## src/design/altt_pkg.sv

```systemverilog
// Shared types, constants and commands of the loudness and tempo tracker.
package altt_pkg;

  localparam int HIST_DEPTH    = 16;
  localparam int PEAK_DEPTH    = 8;
  localparam int WEIGHT_DEPTH  = 8;
  localparam logic [15:0] CHANGE_THRESH = 16'd256;
  localparam logic [15:0] W_ONE = 16'hFFFF;

  localparam int HIST_CW = $clog2(HIST_DEPTH + 1);
  localparam int HIST_AW = (HIST_DEPTH > 1) ? $clog2(HIST_DEPTH) : 1;
  localparam int PEAK_CW = $clog2(PEAK_DEPTH + 1);
  localparam int PEAK_AW = (PEAK_DEPTH > 1) ? $clog2(PEAK_DEPTH) : 1;
  localparam int WGT_CW  = $clog2(WEIGHT_DEPTH + 1);
  localparam int WGT_AW  = (WEIGHT_DEPTH > 1) ? $clog2(WEIGHT_DEPTH) : 1;

  typedef logic [HIST_CW-1:0]      hcnt_t;
  typedef logic [HIST_AW-1:0]      hptr_t;
  typedef logic [16+HIST_CW-1:0]   hsum_t;
  typedef logic [PEAK_CW-1:0]      pcnt_t;
  typedef logic [PEAK_AW-1:0]      pptr_t;
  typedef logic [16+PEAK_CW-1:0]   psum_t;
  typedef logic [WGT_CW-1:0]       wcnt_t;
  typedef logic [WGT_AW-1:0]       wptr_t;
  typedef logic [16+WGT_CW-1:0]    wsum_t;

  localparam logic [2:0] REG_SILENCE_LEVEL  = 3'd0;
  localparam logic [2:0] REG_BEAT_RISE      = 3'd1;
  localparam logic [2:0] REG_INTENSITY_LOW  = 3'd2;
  localparam logic [2:0] REG_INTENSITY_HIGH = 3'd3;
  localparam logic [2:0] REG_RATIO_LOW      = 3'd4;
  localparam logic [2:0] REG_RATIO_HIGH     = 3'd5;
  localparam logic [2:0] REG_TEMPO_LOW      = 3'd6;
  localparam logic [2:0] REG_TEMPO_HIGH     = 3'd7;

  localparam logic [1:0] WSEL_INTENSITY = 2'd0;
  localparam logic [1:0] WSEL_BEAT      = 2'd1;
  localparam logic [1:0] WSEL_TEMPO     = 2'd2;

  typedef enum logic [3:0] {
    OP_NONE, OP_LOAD, OP_SILENT, OP_TEMPO, OP_LOUD, OP_ALL, OP_FIX,
    OP_RATIO, OP_MAP, OP_WPUSH, OP_FINISH
  } op_t;

  typedef enum logic [2:0] {
    DST_NONE, DST_TEMPO, DST_LOUD, DST_PEAK, DST_ALL, DST_RATIO, DST_MAP, DST_WT
  } dst_t;

  typedef struct packed {
    op_t        op;
    logic [1:0] sel;
  } cmd_t;

  typedef struct packed {
    logic busy;
    logic silent;
    logic out_free;
  } status_t;

endpackage

```

## src/design/altt_div.sv

```systemverilog
// Restoring divider, one quotient bit per cycle, 32-bit dividend by 16-bit divisor.
module altt_div (
  input  logic        clk,
  input  logic        rst,
  input  logic        start,
  input  logic [31:0] dividend,
  input  logic [15:0] divisor,
  output logic        busy,
  output logic        done,
  output logic [31:0] quotient
);

  logic [31:0] quo;
  logic [15:0] rem;
  logic [15:0] dvs;
  logic [4:0]  cnt;
  logic [16:0] trial;
  logic        ge;
  logic [15:0] rem_next;

  always_comb begin
    trial    = {rem, quo[31]};
    ge       = trial >= {1'b0, dvs};
    rem_next = ge ? 16'(trial - {1'b0, dvs}) : trial[15:0];
  end

  always_ff @(posedge clk) begin
    if (rst) begin
      busy <= 1'b0;
      done <= 1'b0;
      cnt  <= '0;
    end else begin
      done <= 1'b0;
      if (start) begin
        busy <= 1'b1;
        quo  <= dividend;
        rem  <= '0;
        dvs  <= divisor;
        cnt  <= 5'd31;
      end else if (busy) begin
        rem <= rem_next;
        quo <= {quo[30:0], ge};
        if (cnt == 5'd0) begin
          busy <= 1'b0;
          done <= 1'b1;
        end else begin
          cnt <= cnt - 5'd1;
        end
      end
    end
  end

  assign quotient = quo;

endmodule

```

## src/design/altt_datapath.sv

```systemverilog
// Datapath: registers, history windows, weight windows, divider and output register.
module altt_datapath (
  input  logic               clk,
  input  logic               rst,
  input  altt_pkg::cmd_t     cmd,
  output altt_pkg::status_t  status,
  input  logic               in_valid,
  input  logic               tempo_valid,
  input  logic [11:0]        tempo,
  input  logic               loud_valid,
  input  logic [15:0]        loudness,
  input  logic               cfg_valid,
  input  logic [2:0]         cfg_index,
  input  logic [15:0]        cfg_data,
  output logic               out_valid,
  input  logic               out_ready,
  output logic [11:0]        mean_tempo,
  output logic [15:0]        mean_loudness,
  output logic [15:0]        mean_peak,
  output logic [15:0]        intensity_weight,
  output logic [15:0]        beat_weight,
  output logic [15:0]        tempo_weight,
  output logic               silent
);

  // configuration
  logic [15:0] silence_level, beat_rise, intensity_low, intensity_high;
  logic [15:0] ratio_low, ratio_high;
  logic [11:0] tempo_low, tempo_high;

  // latched frame
  logic        in_tv, in_lv;
  logic [11:0] in_t;
  logic [15:0] in_l;

  // history windows
  logic [11:0]     tempo_ring [altt_pkg::HIST_DEPTH];
  logic [15:0]     loud_ring  [altt_pkg::HIST_DEPTH];
  logic [15:0]     all_ring   [altt_pkg::HIST_DEPTH];
  logic [15:0]     peak_ring  [altt_pkg::PEAK_DEPTH];
  altt_pkg::hcnt_t t_count, l_count, a_count;
  altt_pkg::hptr_t t_head, l_head, a_head;
  altt_pkg::hsum_t t_sum, l_sum, a_sum;
  altt_pkg::pcnt_t p_count;
  altt_pkg::pptr_t p_head;
  altt_pkg::psum_t p_sum;

  // weight windows
  logic [15:0]     wt_ring [3][altt_pkg::WEIGHT_DEPTH];
  altt_pkg::wcnt_t w_count [3];
  altt_pkg::wptr_t w_head  [3];
  altt_pkg::wsum_t w_sum   [3];
  logic [15:0]     w_mean  [3];

  logic [11:0] m_tempo;
  logic [15:0] m_loud, m_peak;
  logic [15:0] ratio, wmap;
  logic        silent_flag;

  altt_pkg::dst_t dst;
  logic [1:0]     dst_sel;

  // divider
  logic        div_start, div_busy, div_done;
  logic [31:0] div_dividend, div_q;
  logic [15:0] div_divisor;
  altt_pkg::dst_t dst_start;

  altt_div u_div (
    .clk      (clk),
    .rst      (rst),
    .start    (div_start),
    .dividend (div_dividend),
    .divisor  (div_divisor),
    .busy     (div_busy),
    .done     (div_done),
    .quotient (div_q)
  );

  // window push terms
  logic t_full, l_full, a_full, p_full, w_full;
  altt_pkg::hsum_t t_sum_next, l_sum_next, a_sum_next;
  altt_pkg::hcnt_t t_count_next, l_count_next, a_count_next;
  altt_pkg::hptr_t t_head_next, l_head_next, a_head_next;
  altt_pkg::psum_t p_sum_next;
  altt_pkg::pcnt_t p_count_next;
  altt_pkg::pptr_t p_head_next;
  altt_pkg::wsum_t w_sum_next;
  altt_pkg::wcnt_t w_count_next;
  altt_pkg::wptr_t w_head_next;
  logic [1:0]      ws;
  logic            is_peak;

  always_comb begin
    ws = cmd.sel;

    t_full       = t_count == altt_pkg::hcnt_t'(altt_pkg::HIST_DEPTH);
    t_sum_next   = t_sum - (t_full ? altt_pkg::hsum_t'(tempo_ring[t_head]) : '0)
                   + altt_pkg::hsum_t'(in_t);
    t_count_next = t_full ? t_count : altt_pkg::hcnt_t'(t_count + 1'b1);
    t_head_next  = (t_head == altt_pkg::hptr_t'(altt_pkg::HIST_DEPTH - 1)) ? '0
                   : altt_pkg::hptr_t'(t_head + 1'b1);

    l_full       = l_count == altt_pkg::hcnt_t'(altt_pkg::HIST_DEPTH);
    l_sum_next   = l_sum - (l_full ? altt_pkg::hsum_t'(loud_ring[l_head]) : '0)
                   + altt_pkg::hsum_t'(in_l);
    l_count_next = l_full ? l_count : altt_pkg::hcnt_t'(l_count + 1'b1);
    l_head_next  = (l_head == altt_pkg::hptr_t'(altt_pkg::HIST_DEPTH - 1)) ? '0
                   : altt_pkg::hptr_t'(l_head + 1'b1);

    a_full       = a_count == altt_pkg::hcnt_t'(altt_pkg::HIST_DEPTH);
    a_sum_next   = a_sum - (a_full ? altt_pkg::hsum_t'(all_ring[a_head]) : '0)
                   + altt_pkg::hsum_t'(in_l);
    a_count_next = a_full ? a_count : altt_pkg::hcnt_t'(a_count + 1'b1);
    a_head_next  = (a_head == altt_pkg::hptr_t'(altt_pkg::HIST_DEPTH - 1)) ? '0
                   : altt_pkg::hptr_t'(a_head + 1'b1);

    p_full       = p_count == altt_pkg::pcnt_t'(altt_pkg::PEAK_DEPTH);
    p_sum_next   = p_sum - (p_full ? altt_pkg::psum_t'(peak_ring[p_head]) : '0)
                   + altt_pkg::psum_t'(in_l);
    p_count_next = p_full ? p_count : altt_pkg::pcnt_t'(p_count + 1'b1);
    p_head_next  = (p_head == altt_pkg::pptr_t'(altt_pkg::PEAK_DEPTH - 1)) ? '0
                   : altt_pkg::pptr_t'(p_head + 1'b1);

    w_full       = w_count[ws] == altt_pkg::wcnt_t'(altt_pkg::WEIGHT_DEPTH);
    w_sum_next   = w_sum[ws] - (w_full ? altt_pkg::wsum_t'(wt_ring[ws][w_head[ws]]) : '0)
                   + altt_pkg::wsum_t'(wmap);
    w_count_next = w_full ? w_count[ws] : altt_pkg::wcnt_t'(w_count[ws] + 1'b1);
    w_head_next  = (w_head[ws] == altt_pkg::wptr_t'(altt_pkg::WEIGHT_DEPTH - 1)) ? '0
                   : altt_pkg::wptr_t'(w_head[ws] + 1'b1);

    is_peak = (m_loud != 16'd0) && (in_l >= m_loud) && (16'(in_l - m_loud) >= beat_rise);
  end

  // weight mapping
  logic [15:0] mx, mlo, mhi;
  logic [31:0] mprod;
  logic        map_hi, map_lo, map_eq;

  always_comb begin
    case (cmd.sel)
      altt_pkg::WSEL_INTENSITY: begin
        mx = m_loud; mlo = intensity_low; mhi = intensity_high;
      end
      altt_pkg::WSEL_BEAT: begin
        mx = ratio; mlo = ratio_low; mhi = ratio_high;
      end
      default: begin
        mx = 16'(m_tempo); mlo = 16'(tempo_low); mhi = 16'(tempo_high);
      end
    endcase
    map_hi = mx > mhi;
    map_lo = mx < mlo;
    map_eq = mhi == mlo;
    mprod  = 32'(16'(mx - mlo)) * 32'(altt_pkg::W_ONE);
  end

  // divider launch
  always_comb begin
    div_start    = 1'b0;
    div_dividend = '0;
    div_divisor  = '0;
    dst_start    = altt_pkg::DST_NONE;
    case (cmd.op)
      altt_pkg::OP_TEMPO: if (in_tv) begin
        div_start    = 1'b1;
        div_dividend = 32'(t_sum_next);
        div_divisor  = 16'(t_count_next);
        dst_start    = altt_pkg::DST_TEMPO;
      end
      altt_pkg::OP_LOUD: if (in_lv) begin
        div_start = 1'b1;
        if (is_peak) begin
          div_dividend = 32'(p_sum_next);
          div_divisor  = 16'(p_count_next);
          dst_start    = altt_pkg::DST_PEAK;
        end else begin
          div_dividend = 32'(l_sum_next);
          div_divisor  = 16'(l_count_next);
          dst_start    = altt_pkg::DST_LOUD;
        end
      end
      altt_pkg::OP_ALL: if (in_lv) begin
        div_start    = 1'b1;
        div_dividend = 32'(a_sum_next);
        div_divisor  = 16'(a_count_next);
        dst_start    = altt_pkg::DST_ALL;
      end
      altt_pkg::OP_RATIO: if (m_loud != 16'd0) begin
        div_start    = 1'b1;
        div_dividend = {8'd0, m_peak, 8'd0};
        div_divisor  = m_loud;
        dst_start    = altt_pkg::DST_RATIO;
      end
      altt_pkg::OP_MAP: if (!map_hi && !map_lo && !map_eq) begin
        div_start    = 1'b1;
        div_dividend = mprod;
        div_divisor  = 16'(mhi - mlo);
        dst_start    = altt_pkg::DST_MAP;
      end
      altt_pkg::OP_WPUSH: begin
        div_start    = 1'b1;
        div_dividend = 32'(w_sum_next);
        div_divisor  = 16'(w_count_next);
        dst_start    = altt_pkg::DST_WT;
      end
      default: ;
    endcase
  end

  logic [15:0] q16, all_diff;
  logic        now_silent;

  always_comb begin
    q16        = div_q[15:0];
    all_diff   = (q16 >= m_peak) ? 16'(q16 - m_peak) : 16'(m_peak - q16);
    now_silent = m_loud < silence_level;
    status.busy     = div_busy | div_done;
    status.silent   = silent_flag;
    status.out_free = !out_valid || out_ready;
  end

  // ring payload, latched frame, ratio, map result and output register, no reset
  always_ff @(posedge clk) begin
    if (cmd.op == altt_pkg::OP_LOAD && in_valid) begin
      in_tv <= tempo_valid;
      in_t  <= tempo;
      in_lv <= loud_valid;
      in_l  <= loudness;
    end
    if (cmd.op == altt_pkg::OP_TEMPO && in_tv && !silent_flag) begin
      tempo_ring[t_head] <= in_t;
    end
    if (cmd.op == altt_pkg::OP_LOUD && in_lv) begin
      if (is_peak) begin
        peak_ring[p_head] <= in_l;
      end else begin
        loud_ring[l_head] <= in_l;
      end
    end
    if (cmd.op == altt_pkg::OP_ALL && in_lv) begin
      all_ring[a_head] <= in_l;
    end
    if (cmd.op == altt_pkg::OP_WPUSH) begin
      wt_ring[ws][w_head[ws]] <= wmap;
    end
    if (cmd.op == altt_pkg::OP_RATIO && m_loud == 16'd0) begin
      ratio <= altt_pkg::W_ONE;
    end
    if (cmd.op == altt_pkg::OP_MAP && (map_hi || map_lo || map_eq)) begin
      wmap <= map_hi ? altt_pkg::W_ONE : 16'd0;
    end
    if (div_done && dst == altt_pkg::DST_RATIO) begin
      ratio <= (div_q > 32'(altt_pkg::W_ONE)) ? altt_pkg::W_ONE : q16;
    end
    if (div_done && dst == altt_pkg::DST_MAP) begin
      wmap <= q16;
    end
    if (cmd.op == altt_pkg::OP_FINISH) begin
      mean_tempo       <= m_tempo;
      mean_loudness    <= m_loud;
      mean_peak        <= m_peak;
      intensity_weight <= w_mean[altt_pkg::WSEL_INTENSITY];
      beat_weight      <= w_mean[altt_pkg::WSEL_BEAT];
      tempo_weight     <= w_mean[altt_pkg::WSEL_TEMPO];
      silent           <= now_silent;
    end
  end

  // control and window state
  always_ff @(posedge clk) begin
    if (rst) begin
      silence_level  <= 16'd256;
      beat_rise      <= 16'd512;
      intensity_low  <= 16'd0;
      intensity_high <= 16'd65535;
      ratio_low      <= 16'd256;
      ratio_high     <= 16'd1024;
      tempo_low      <= 12'd600;
      tempo_high     <= 12'd1800;
      t_count <= '0; t_head <= '0; t_sum <= '0;
      l_count <= '0; l_head <= '0; l_sum <= '0;
      a_count <= '0; a_head <= '0; a_sum <= '0;
      p_count <= '0; p_head <= '0; p_sum <= '0;
      for (int i = 0; i < 3; i++) begin
        w_count[i] <= '0;
        w_head[i]  <= '0;
        w_sum[i]   <= '0;
        w_mean[i]  <= '0;
      end
      m_tempo     <= '0;
      m_loud      <= '0;
      m_peak      <= '0;
      silent_flag <= 1'b0;
      dst         <= altt_pkg::DST_NONE;
      dst_sel     <= '0;
      out_valid   <= 1'b0;
    end else begin
      if (cfg_valid) begin
        unique case (cfg_index)
          altt_pkg::REG_SILENCE_LEVEL:  silence_level  <= cfg_data;
          altt_pkg::REG_BEAT_RISE:      beat_rise      <= cfg_data;
          altt_pkg::REG_INTENSITY_LOW:  intensity_low  <= cfg_data;
          altt_pkg::REG_INTENSITY_HIGH: intensity_high <= cfg_data;
          altt_pkg::REG_RATIO_LOW:      ratio_low      <= cfg_data;
          altt_pkg::REG_RATIO_HIGH:     ratio_high     <= cfg_data;
          altt_pkg::REG_TEMPO_LOW:      tempo_low      <= cfg_data[11:0];
          altt_pkg::REG_TEMPO_HIGH:     tempo_high     <= cfg_data[11:0];
          default: ;
        endcase
      end

      if (div_start) begin
        dst     <= dst_start;
        dst_sel <= ws;
      end

      case (cmd.op)
        altt_pkg::OP_SILENT: begin
          if (in_tv) m_tempo <= in_t;
          if (in_lv) begin
            m_loud <= in_l;
            m_peak <= in_l;
          end
        end
        altt_pkg::OP_TEMPO: if (in_tv) begin
          t_count <= t_count_next; t_head <= t_head_next; t_sum <= t_sum_next;
        end
        altt_pkg::OP_LOUD: if (in_lv) begin
          if (is_peak) begin
            p_count <= p_count_next; p_head <= p_head_next; p_sum <= p_sum_next;
          end else begin
            l_count <= l_count_next; l_head <= l_head_next; l_sum <= l_sum_next;
          end
        end
        altt_pkg::OP_ALL: if (in_lv) begin
          a_count <= a_count_next; a_head <= a_head_next; a_sum <= a_sum_next;
        end
        altt_pkg::OP_FIX: if (m_peak < m_loud) m_peak <= m_loud;
        altt_pkg::OP_WPUSH: begin
          w_count[ws] <= w_count_next;
          w_head[ws]  <= w_head_next;
          w_sum[ws]   <= w_sum_next;
        end
        altt_pkg::OP_FINISH: begin
          if (now_silent && !silent_flag) begin
            t_count <= '0; t_head <= '0; t_sum <= '0;
            l_count <= '0; l_head <= '0; l_sum <= '0;
            a_count <= '0; a_head <= '0; a_sum <= '0;
            p_count <= '0; p_head <= '0; p_sum <= '0;
          end
          silent_flag <= now_silent;
        end
        default: ;
      endcase

      if (div_done) begin
        case (dst)
          altt_pkg::DST_TEMPO: m_tempo <= div_q[11:0];
          altt_pkg::DST_LOUD:  m_loud  <= q16;
          altt_pkg::DST_PEAK:  m_peak  <= q16;
          altt_pkg::DST_ALL: begin
            if (all_diff >= altt_pkg::CHANGE_THRESH) m_loud <= q16;
          end
          altt_pkg::DST_WT:    w_mean[dst_sel] <= q16;
          default: ;
        endcase
      end

      if (cmd.op == altt_pkg::OP_FINISH) begin
        out_valid <= 1'b1;
      end else if (out_ready) begin
        out_valid <= 1'b0;
      end
    end
  end

endmodule

```

## src/design/altt_ctrl.sv

```systemverilog
// Controller: sequences the per-frame operations of the datapath.
module altt_ctrl (
  input  logic               clk,
  input  logic               rst,
  input  logic               in_valid,
  output logic               in_ready,
  input  altt_pkg::status_t  status,
  output altt_pkg::cmd_t     cmd
);

  typedef enum logic [3:0] {
    S_IDLE, S_SIL, S_TEMPO, S_TWAIT, S_LOUD, S_LWAIT, S_ALL, S_AWAIT, S_FIX,
    S_RATIO, S_RWAIT, S_MAP, S_MWAIT, S_WPUSH, S_WWAIT, S_FIN
  } state_t;

  state_t     state;
  logic [1:0] wsel;

  always_ff @(posedge clk) begin
    if (rst) begin
      state <= S_IDLE;
      wsel  <= altt_pkg::WSEL_INTENSITY;
    end else begin
      unique case (state)
        S_IDLE:  if (in_valid) state <= status.silent ? S_SIL : S_TEMPO;
        S_SIL:   state <= S_RATIO;
        S_TEMPO: state <= S_TWAIT;
        S_TWAIT: if (!status.busy) state <= S_LOUD;
        S_LOUD:  state <= S_LWAIT;
        S_LWAIT: if (!status.busy) state <= S_ALL;
        S_ALL:   state <= S_AWAIT;
        S_AWAIT: if (!status.busy) state <= S_FIX;
        S_FIX:   state <= S_RATIO;
        S_RATIO: state <= S_RWAIT;
        S_RWAIT: if (!status.busy) state <= S_MAP;
        S_MAP:   state <= S_MWAIT;
        S_MWAIT: if (!status.busy) state <= S_WPUSH;
        S_WPUSH: state <= S_WWAIT;
        S_WWAIT: if (!status.busy) begin
          if (wsel == altt_pkg::WSEL_TEMPO) begin
            wsel  <= altt_pkg::WSEL_INTENSITY;
            state <= S_FIN;
          end else begin
            wsel  <= wsel + 2'd1;
            state <= S_MAP;
          end
        end
        S_FIN:   if (status.out_free) state <= S_IDLE;
        default: state <= S_IDLE;
      endcase
    end
  end

  always_comb begin
    in_ready = state == S_IDLE;
    cmd.sel  = wsel;
    unique case (state)
      S_IDLE:  cmd.op = altt_pkg::OP_LOAD;
      S_SIL:   cmd.op = altt_pkg::OP_SILENT;
      S_TEMPO: cmd.op = altt_pkg::OP_TEMPO;
      S_LOUD:  cmd.op = altt_pkg::OP_LOUD;
      S_ALL:   cmd.op = altt_pkg::OP_ALL;
      S_FIX:   cmd.op = altt_pkg::OP_FIX;
      S_RATIO: cmd.op = altt_pkg::OP_RATIO;
      S_MAP:   cmd.op = altt_pkg::OP_MAP;
      S_WPUSH: cmd.op = altt_pkg::OP_WPUSH;
      S_FIN:   cmd.op = status.out_free ? altt_pkg::OP_FINISH : altt_pkg::OP_NONE;
      default: cmd.op = altt_pkg::OP_NONE;
    endcase
  end

endmodule

```

## src/design/audio_loudness_tempo_tracker.sv

```systemverilog
// Top level of the audio loudness and tempo tracker.
//
// Input channel (in_valid/in_ready): one feature frame per transfer, tempo
// and loudness each with a valid bit. Output channel (out_valid/out_ready):
// one result per frame, held in an output register until transferred.
// Configuration channel (cfg_valid/cfg_ready/cfg_index/cfg_data): always
// ready; write only while no frame is in flight.
// Each frame runs through up to ten divisions on one shared restoring
// divider. The next frame is taken the cycle after the result is loaded
// into the output register, so frames are handled one at a time.
// If the receiver stalls with a result still waiting, the next frame is
// computed and then held until the output register frees up.
// Reset (rst, synchronous) empties all windows, zeroes the means, clears the
// silence flag and restores the register defaults; no clearing pass.
module audio_loudness_tempo_tracker (
  input  logic        clk,
  input  logic        rst,
  input  logic        in_valid,
  output logic        in_ready,
  input  logic        tempo_valid,
  input  logic [11:0] tempo,
  input  logic        loud_valid,
  input  logic [15:0] loudness,
  output logic        out_valid,
  input  logic        out_ready,
  output logic [11:0] mean_tempo,
  output logic [15:0] mean_loudness,
  output logic [15:0] mean_peak,
  output logic [15:0] intensity_weight,
  output logic [15:0] beat_weight,
  output logic [15:0] tempo_weight,
  output logic        silent,
  input  logic        cfg_valid,
  output logic        cfg_ready,
  input  logic [2:0]  cfg_index,
  input  logic [15:0] cfg_data
);

  altt_pkg::cmd_t    cmd;
  altt_pkg::status_t status;

  assign cfg_ready = 1'b1;

  altt_ctrl u_ctrl (
    .clk      (clk),
    .rst      (rst),
    .in_valid (in_valid),
    .in_ready (in_ready),
    .status   (status),
    .cmd      (cmd)
  );

  altt_datapath u_dp (
    .clk              (clk),
    .rst              (rst),
    .cmd              (cmd),
    .status           (status),
    .in_valid         (in_valid),
    .tempo_valid      (tempo_valid),
    .tempo            (tempo),
    .loud_valid       (loud_valid),
    .loudness         (loudness),
    .cfg_valid        (cfg_valid),
    .cfg_index        (cfg_index),
    .cfg_data         (cfg_data),
    .out_valid        (out_valid),
    .out_ready        (out_ready),
    .mean_tempo       (mean_tempo),
    .mean_loudness    (mean_loudness),
    .mean_peak        (mean_peak),
    .intensity_weight (intensity_weight),
    .beat_weight      (beat_weight),
    .tempo_weight     (tempo_weight),
    .silent           (silent)
  );

endmodule
```

## config.mk

```make
export PLATFORM = sky130hd
export DESIGN_NAME = audio_loudness_tempo_tracker
export DESIGN_NICKNAME = d
export VERILOG_FILES = /design/src/design/altt_pkg.sv /design/src/design/altt_div.sv /design/src/design/altt_datapath.sv /design/src/design/altt_ctrl.sv /design/src/design/audio_loudness_tempo_tracker.sv
export SDC_FILE = /design/constraint.sdc
export NUM_CORES = 2
export LEC_CHECK = 0
export BUFFER_PORTS_ARGS = -buffer_cell sky130_fd_sc_hd__buf_2
export CAP_MARGIN = 20
export CORE_ASPECT_RATIO = 0.5
export CORE_MARGIN = 1.5
export CORE_UTILIZATION = 55
export DETAILED_ROUTE_END_ITERATION = 7
export PLACE_DENSITY = 0.71
export SYNTH_ARGS = -nofsm -noshare
export SYNTH_HDL_FRONTEND = slang
export SYNTH_SLANG_ARGS = --single-unit
```

## constraint.sdc

```tcl
create_clock -name clk -period 26.3 [get_ports clk]
set_input_delay 2.63 -clock clk [delete_from_list [all_inputs] [get_ports clk]]
set_output_delay 2.63 -clock clk [all_outputs]
set_load 0.01 [all_outputs]
```

* Yosys cells after proc, flatten, opt, wreduce, memory -nomap -nowiden *
Memory sizes are Yosys's and may differ from the RTL's. A register that Yosys moved wholly into a read port is not among the register bits.
Index checks and enable logic that the tools add are counted.

word-level totals
  register bits after elaboration = 472
  output and inout port bits = 96
  memories kept = 9
  memory bits (writable) = 1345

cells by class
  reductions and logical operators = 60
  multiply operators = 1
  magnitude comparators = 12
  mux-type cells = 180
  equal/unequal tests = 67
  bitwise operators = 5
  $add $sub $neg = 28

memory list
  memory           words  width  read ports  clocked after memory_dff  write ports  RTL line             RTL
  u_dp.wt_ring     3      128    1           1                         1            altt_datapath.sv:49  logic [15:0] wt_ring [3][altt_pkg::WEIGHT_DEPTH];
  u_dp.all_ring    16     16     1           1                         1            altt_datapath.sv:39  logic [15:0] all_ring [altt_pkg::HIST_DEPTH];
  u_dp.loud_ring   16     16     1           1                         1            altt_datapath.sv:38  logic [15:0] loud_ring [altt_pkg::HIST_DEPTH];
  u_dp.tempo_ring  16     12     1           1                         1            altt_datapath.sv:37  logic [11:0] tempo_ring [altt_pkg::HIST_DEPTH];
  u_dp.peak_ring   8      16     1           1                         1            altt_datapath.sv:40  logic [15:0] peak_ring [altt_pkg::PEAK_DEPTH];
  u_dp.w_sum       3      20     1           1                         3            altt_datapath.sv:52  altt_pkg::wsum_t w_sum [3];
  3 more memories  -      -      -           -                         -            -

operator list
  cell                  count
  $mux W16              28
  $pmux W32 S6          1
  $mux W21              8
  $pmux W16 S2          5
  $mux W128             1
  $mux W32              4
  $pmux W21 S2          3
  $mux W4               28
  $pmux W16 S6          1
  $sub A16 B16 Y16      6
  $mux W20              4
  $mux W5               14
  $eq A4 B4 Y1 const B  16
  $sub A21 B21 Y21      3
  $mux W12              5
  $pmux W4 S15          1
  $bmux W16 S3          1
  $demux W16 S3         1
  $ge A16 B16 Y1        3
  $lt A16 B16 Y1        3
  $add A21 B16 Y21      2
  $add A20 B16 Y20      2
  $pmux W20 S2          1
  $pmux W4 S10          1
  57 further kinds      211

* Depth between registers and ports, before layout *
  word-level depth = 10
  mapped depth = 41
  mapped depth without buffers = 37

* By module *
A second synthesis with hierarchy kept.

second synthesis, totals
  cells, all modules = 7027
  area, all modules = 93045.5 um^2

by module, submodules not included
  module                        cells each  times used  area an instance (um^2)  sequential area each (um^2)
  altt_datapath                 6671        1           88842.7                  51919.8
  altt_div                      291         1           3726.1                   2062.0
  altt_ctrl                     63          1           465.4                    120.1
  audio_loudness_tempo_tracker  2           1           11.3                     0.0

* Worst setup path before layout *
No wires, ideal clock.

  path kind = reg2reg
  from = reg u_ctrl.wsel[0]
  to = reg u_dp.u_div.quo[30] (netlist: u_dp.u_div.quotient[30]), data pin
  cell stages (with the launch flop) = 40
  path slack = 16.581 ns
  arrival time = 9.463 ns
  buffers on the path = 4
  data required time = 26.044 ns
  cells stage by stage = dfxtp_1 -> buf_4 -> buf_4 -> buf_1 -> mux2i_1 -> o21ai_0 -> ha_1 -> nor2b_1 -> o31a_1 -> a211oi_2 -> o31ai_2 -> a2111oi_2 -> o41ai_2 -> o41a_1 -> a21o_1 -> a21o_1 -> xor2_1 -> fa_1 -> [... 4 more ...] -> inv_1 -> fa_1 -> fa_1 -> inv_1 -> fa_1 -> inv_1 -> ha_1 -> clkbuf_1 -> and2_1 -> a311oi_1 -> o311ai_0 -> a221oi_1 -> o21bai_1 -> a21oi_1 -> o21ai_0 -> a31oi_1 -> o41ai_1 -> a22o_1

on the way
  longest elaborated chain between the ends = 9

RTL lines
  item                                                      RTL line         RTL
  start: declaration                                        altt_ctrl.sv:17  logic [1:0] wsel;
  start signal: assignment                                  altt_ctrl.sv:22  wsel <= altt_pkg::WSEL_INTENSITY;
  start signal: assignment                                  altt_ctrl.sv:41  wsel <= altt_pkg::WSEL_INTENSITY;
  start signal: assignment                                  altt_ctrl.sv:44  wsel <= wsel + 2'd1;
  branches (longest 8 deep; another with $mul A16 B16 Y32)  -
  $mux W32 *                                                altt_div.sv:34   if (start) begin
  end signal: assignment                                    altt_div.sv:36   quo <= dividend;
  end signal: assignment                                    altt_div.sv:42   quo <= {quo[30:0], ge};
  end: declaration                                          altt_div.sv:13   logic [31:0] quo;

Every way passes the cells marked *.
A chain may end at the register's enable or synchronous reset.

* Worst setup path after layout *
  from = reg u_ctrl.wsel[1]
  to = reg u_dp.u_div.quo[30] (netlist: u_dp.u_div.quotient[30]), data pin

Same word-level chain as after synthesis.

==> metrics.txt <==
share of cells above drive strength 1 13.3%; register bit total from synthesis 1909; top_reg_cell synth edfxtp_1; clock sink count 1909; Final Cycle Share 41.8%; top-count cell post-synth edfxtp_1; RR Endpoint u_dp.u_div.quotient[30]; Critical Path Max Stage Delay 0.63 ns; Pre-Repair DR Iteration Count 6; gpl congestion 1.01; HPWL Detailed 179000 µm; vias in the first global route 56800; postcts setup bufs 0; most frequent cells after synthesis edfxtp_1, nand2_1, inv_1; post-route antenna net violation count 0; Yosys cell types 99; crit end category register; die area 0.171 mm²; Slowest cell on crit path fa_1; Max Clk Rate 90.9 MHz; Synth Net Count 7684; H-tree levels 4; CTS tree built; endpoints failing setup 0; number of buffer and inverter stages on the critical path 8; Nets 7903; clock latency on the worst-skew pair 0.85 ns; routed wire length 261000 µm; Final Non-Filler Cells 9623; Synth area leader edfxtp_1; Die H 293 µm; Reg-to-Reg Start u_ctrl.wsel[1]; PortBufs 148; Hold Startpoint u_dp.w_mean[0][8]; via count 59900; Clock Skew 0.0899 ns; largest net degree at the start of global routing 225; violated checks slew limit; Setup TNS 0 ns; CP startpoint u_ctrl.wsel[1]; Core ar. 0.167 mm²; gr usage total 30.4%; global-route wire length before repair 382000 µm; post_cts resized 0; io pins 150; area of the mapped netlist 0.0926 mm²; Post-synth EDFFs 1591; Crit path depth 35; top cell type's share of synthesized area 51.6%; Area contributors post-synth edfxtp_1, dfxtp_1, mux4_2; critical path required time 26.86 ns; unrepaired setup endpoints after global routing false; worst setup path endpoint u_dp.u_div.quotient[30]; clk buf depth 4; DRT iter0 DRCs 7374; YS warnings 0; final worst slack 15.30 ns; Routed WL per cell 27.2 µm; Max Fanout on Critical Path 67; std cell rows 106; status complete, but fails checks; Initial Util 55.4%; Syn Area/Cell 13.1 µm²; Vias/cell 6.22; worst min path class register to register; CP startpoint kind register; die span in x 583 µm; Overflow after GRT 0; hold path depth 0; R2R Setup Slk 15.30 ns; Syn-to-layout area delta 10.3%; Num CTS Buffers 174; initial antenna violation count 13; Clk Tree Root Cell clkbuf_16; Placed Instances 9306; Crit Path Category register to register; measured slew at the worst slew-check pin 1.53 ns; Critical Path AT 11.56 ns; worst slack, placed 15.45 ns; final hold vios 0; Reg2Reg Depth 35; hold_buf cts 0; family with the most delay on the worst path compound AO/OA/AOI/OAI gates; sequential fraction of the synthesis area 58.5%; asr flop ratio synth 0%; Post-route DRC 0; Tmin final 11.00 ns; Final Max Tran Viols 76; max cap viols 0; clock-pin slew of the registers on the worst-case setup and hold paths 0.06 ns; relative slew slack -2.06%; most used cell along the critical path inv_1; Syn Inst Count 7055; Core Util, Final 61.1%
## kinds of logic after synthesis
| family | share of synthesized area, % |
|---|---|
| fa+ha+maj | 9.32 |
| xor+xnor | 2.16 |
| flops | 58.5 |
| mux | 9.37 |
| simple gates | 8.34 |
| other cells | 0.00405 |
| compound gates | 8.47 |
| buf+inv | 3.85 |
## through the flow
stage / hold WS [ns] / area, µm²
after floorplan: 0.400 / 92600
after global placement: 0.402 / 96600
after detailed placement: 0.405 / 96600
after CTS: 0.421 / 102000
after global routing: 0.425 / 102000
final: 0.419 / 102000
## worst register-to-register path: cells and delay by family, from the launching register on
kind	cells	cell delay (ns)
AOI/OAI and AO/OA	17	4.36
xor gates and xnor gates	1	0.47
adders and majority gates	8	3.36
buffers and inverters	8	1.61
DFF	1	0.55
and+or+nand+nor	1	0.38
## area by class of cell
| class | count | area (µm²) |
|---|---|---|
| antenna | 8 | 20.0 |
| fill | 12700 | 65000 |
| timing repair buffer | 356 | 2400 |
| multi-input combinational | 4217 | 35100 |
| clock inverter | 74 | 584 |
| sequential | 1909 | 54200 |
| clock buffer | 229 | 4760 |
| tap | 2214 | 2770 |
| inverter | 616 | 2310 |
## flip-flops by register name, indices dropped and copies added, names as in the netlist, 20 cells and up, named ones only
signal / cells
u_dp.a_sum: 21
u_dp.all_ring: 256
u_dp.l_sum: 21
u_dp.loud_ring: 256
u_dp.p_sum: 20
u_dp.peak_ring: 128
u_dp.t_sum: 21
u_dp.tempo_ring: 192
u_dp.u_div.quotient: 32
u_dp.w_mean: 48
u_dp.w_sum: 80
u_dp.wt_ring: 384
## cells in the final DEF, fill, tap and decap left out, drive strengths merged, types with 98 or more instances in the layout
master and count:
inv 623, dfxtp 318, nand3 98, ha 391, mux2i 201, nand2 655, o21ai 190, mux4 281
buf 355, fa 184, a21oi 428, edfxtp 1591, nor2 439, xnor2 140, clkbuf 229
## layer usage
metal | GRT usage (%) | up-vias | wire [µm]
met5 | 0 | - | 12
li1 | - | 26400 | -
met4 | 11.3 | 2 | 10700
met3 | 6.19 | 530 | 27200
met2 | 45.9 | 3088 | 116000
met1 | 44.0 | 29900 | 107000
## worst min path at each step
stage | slack (ns) | endpoint
detailed placement | 0.41 | beat_weight[3]
finish | 0.42 | intensity_weight[8]
CTS | 0.42 | tempo_weight[4]
floorplan | 0.40 | beat_weight[0]
global placement | 0.40 | tempo_weight[15]
global route | 0.42 | beat_weight[3]
Power is not shown: default switching activity piles up to over one toggle a cycle in this logic, so the estimate is an artifact.
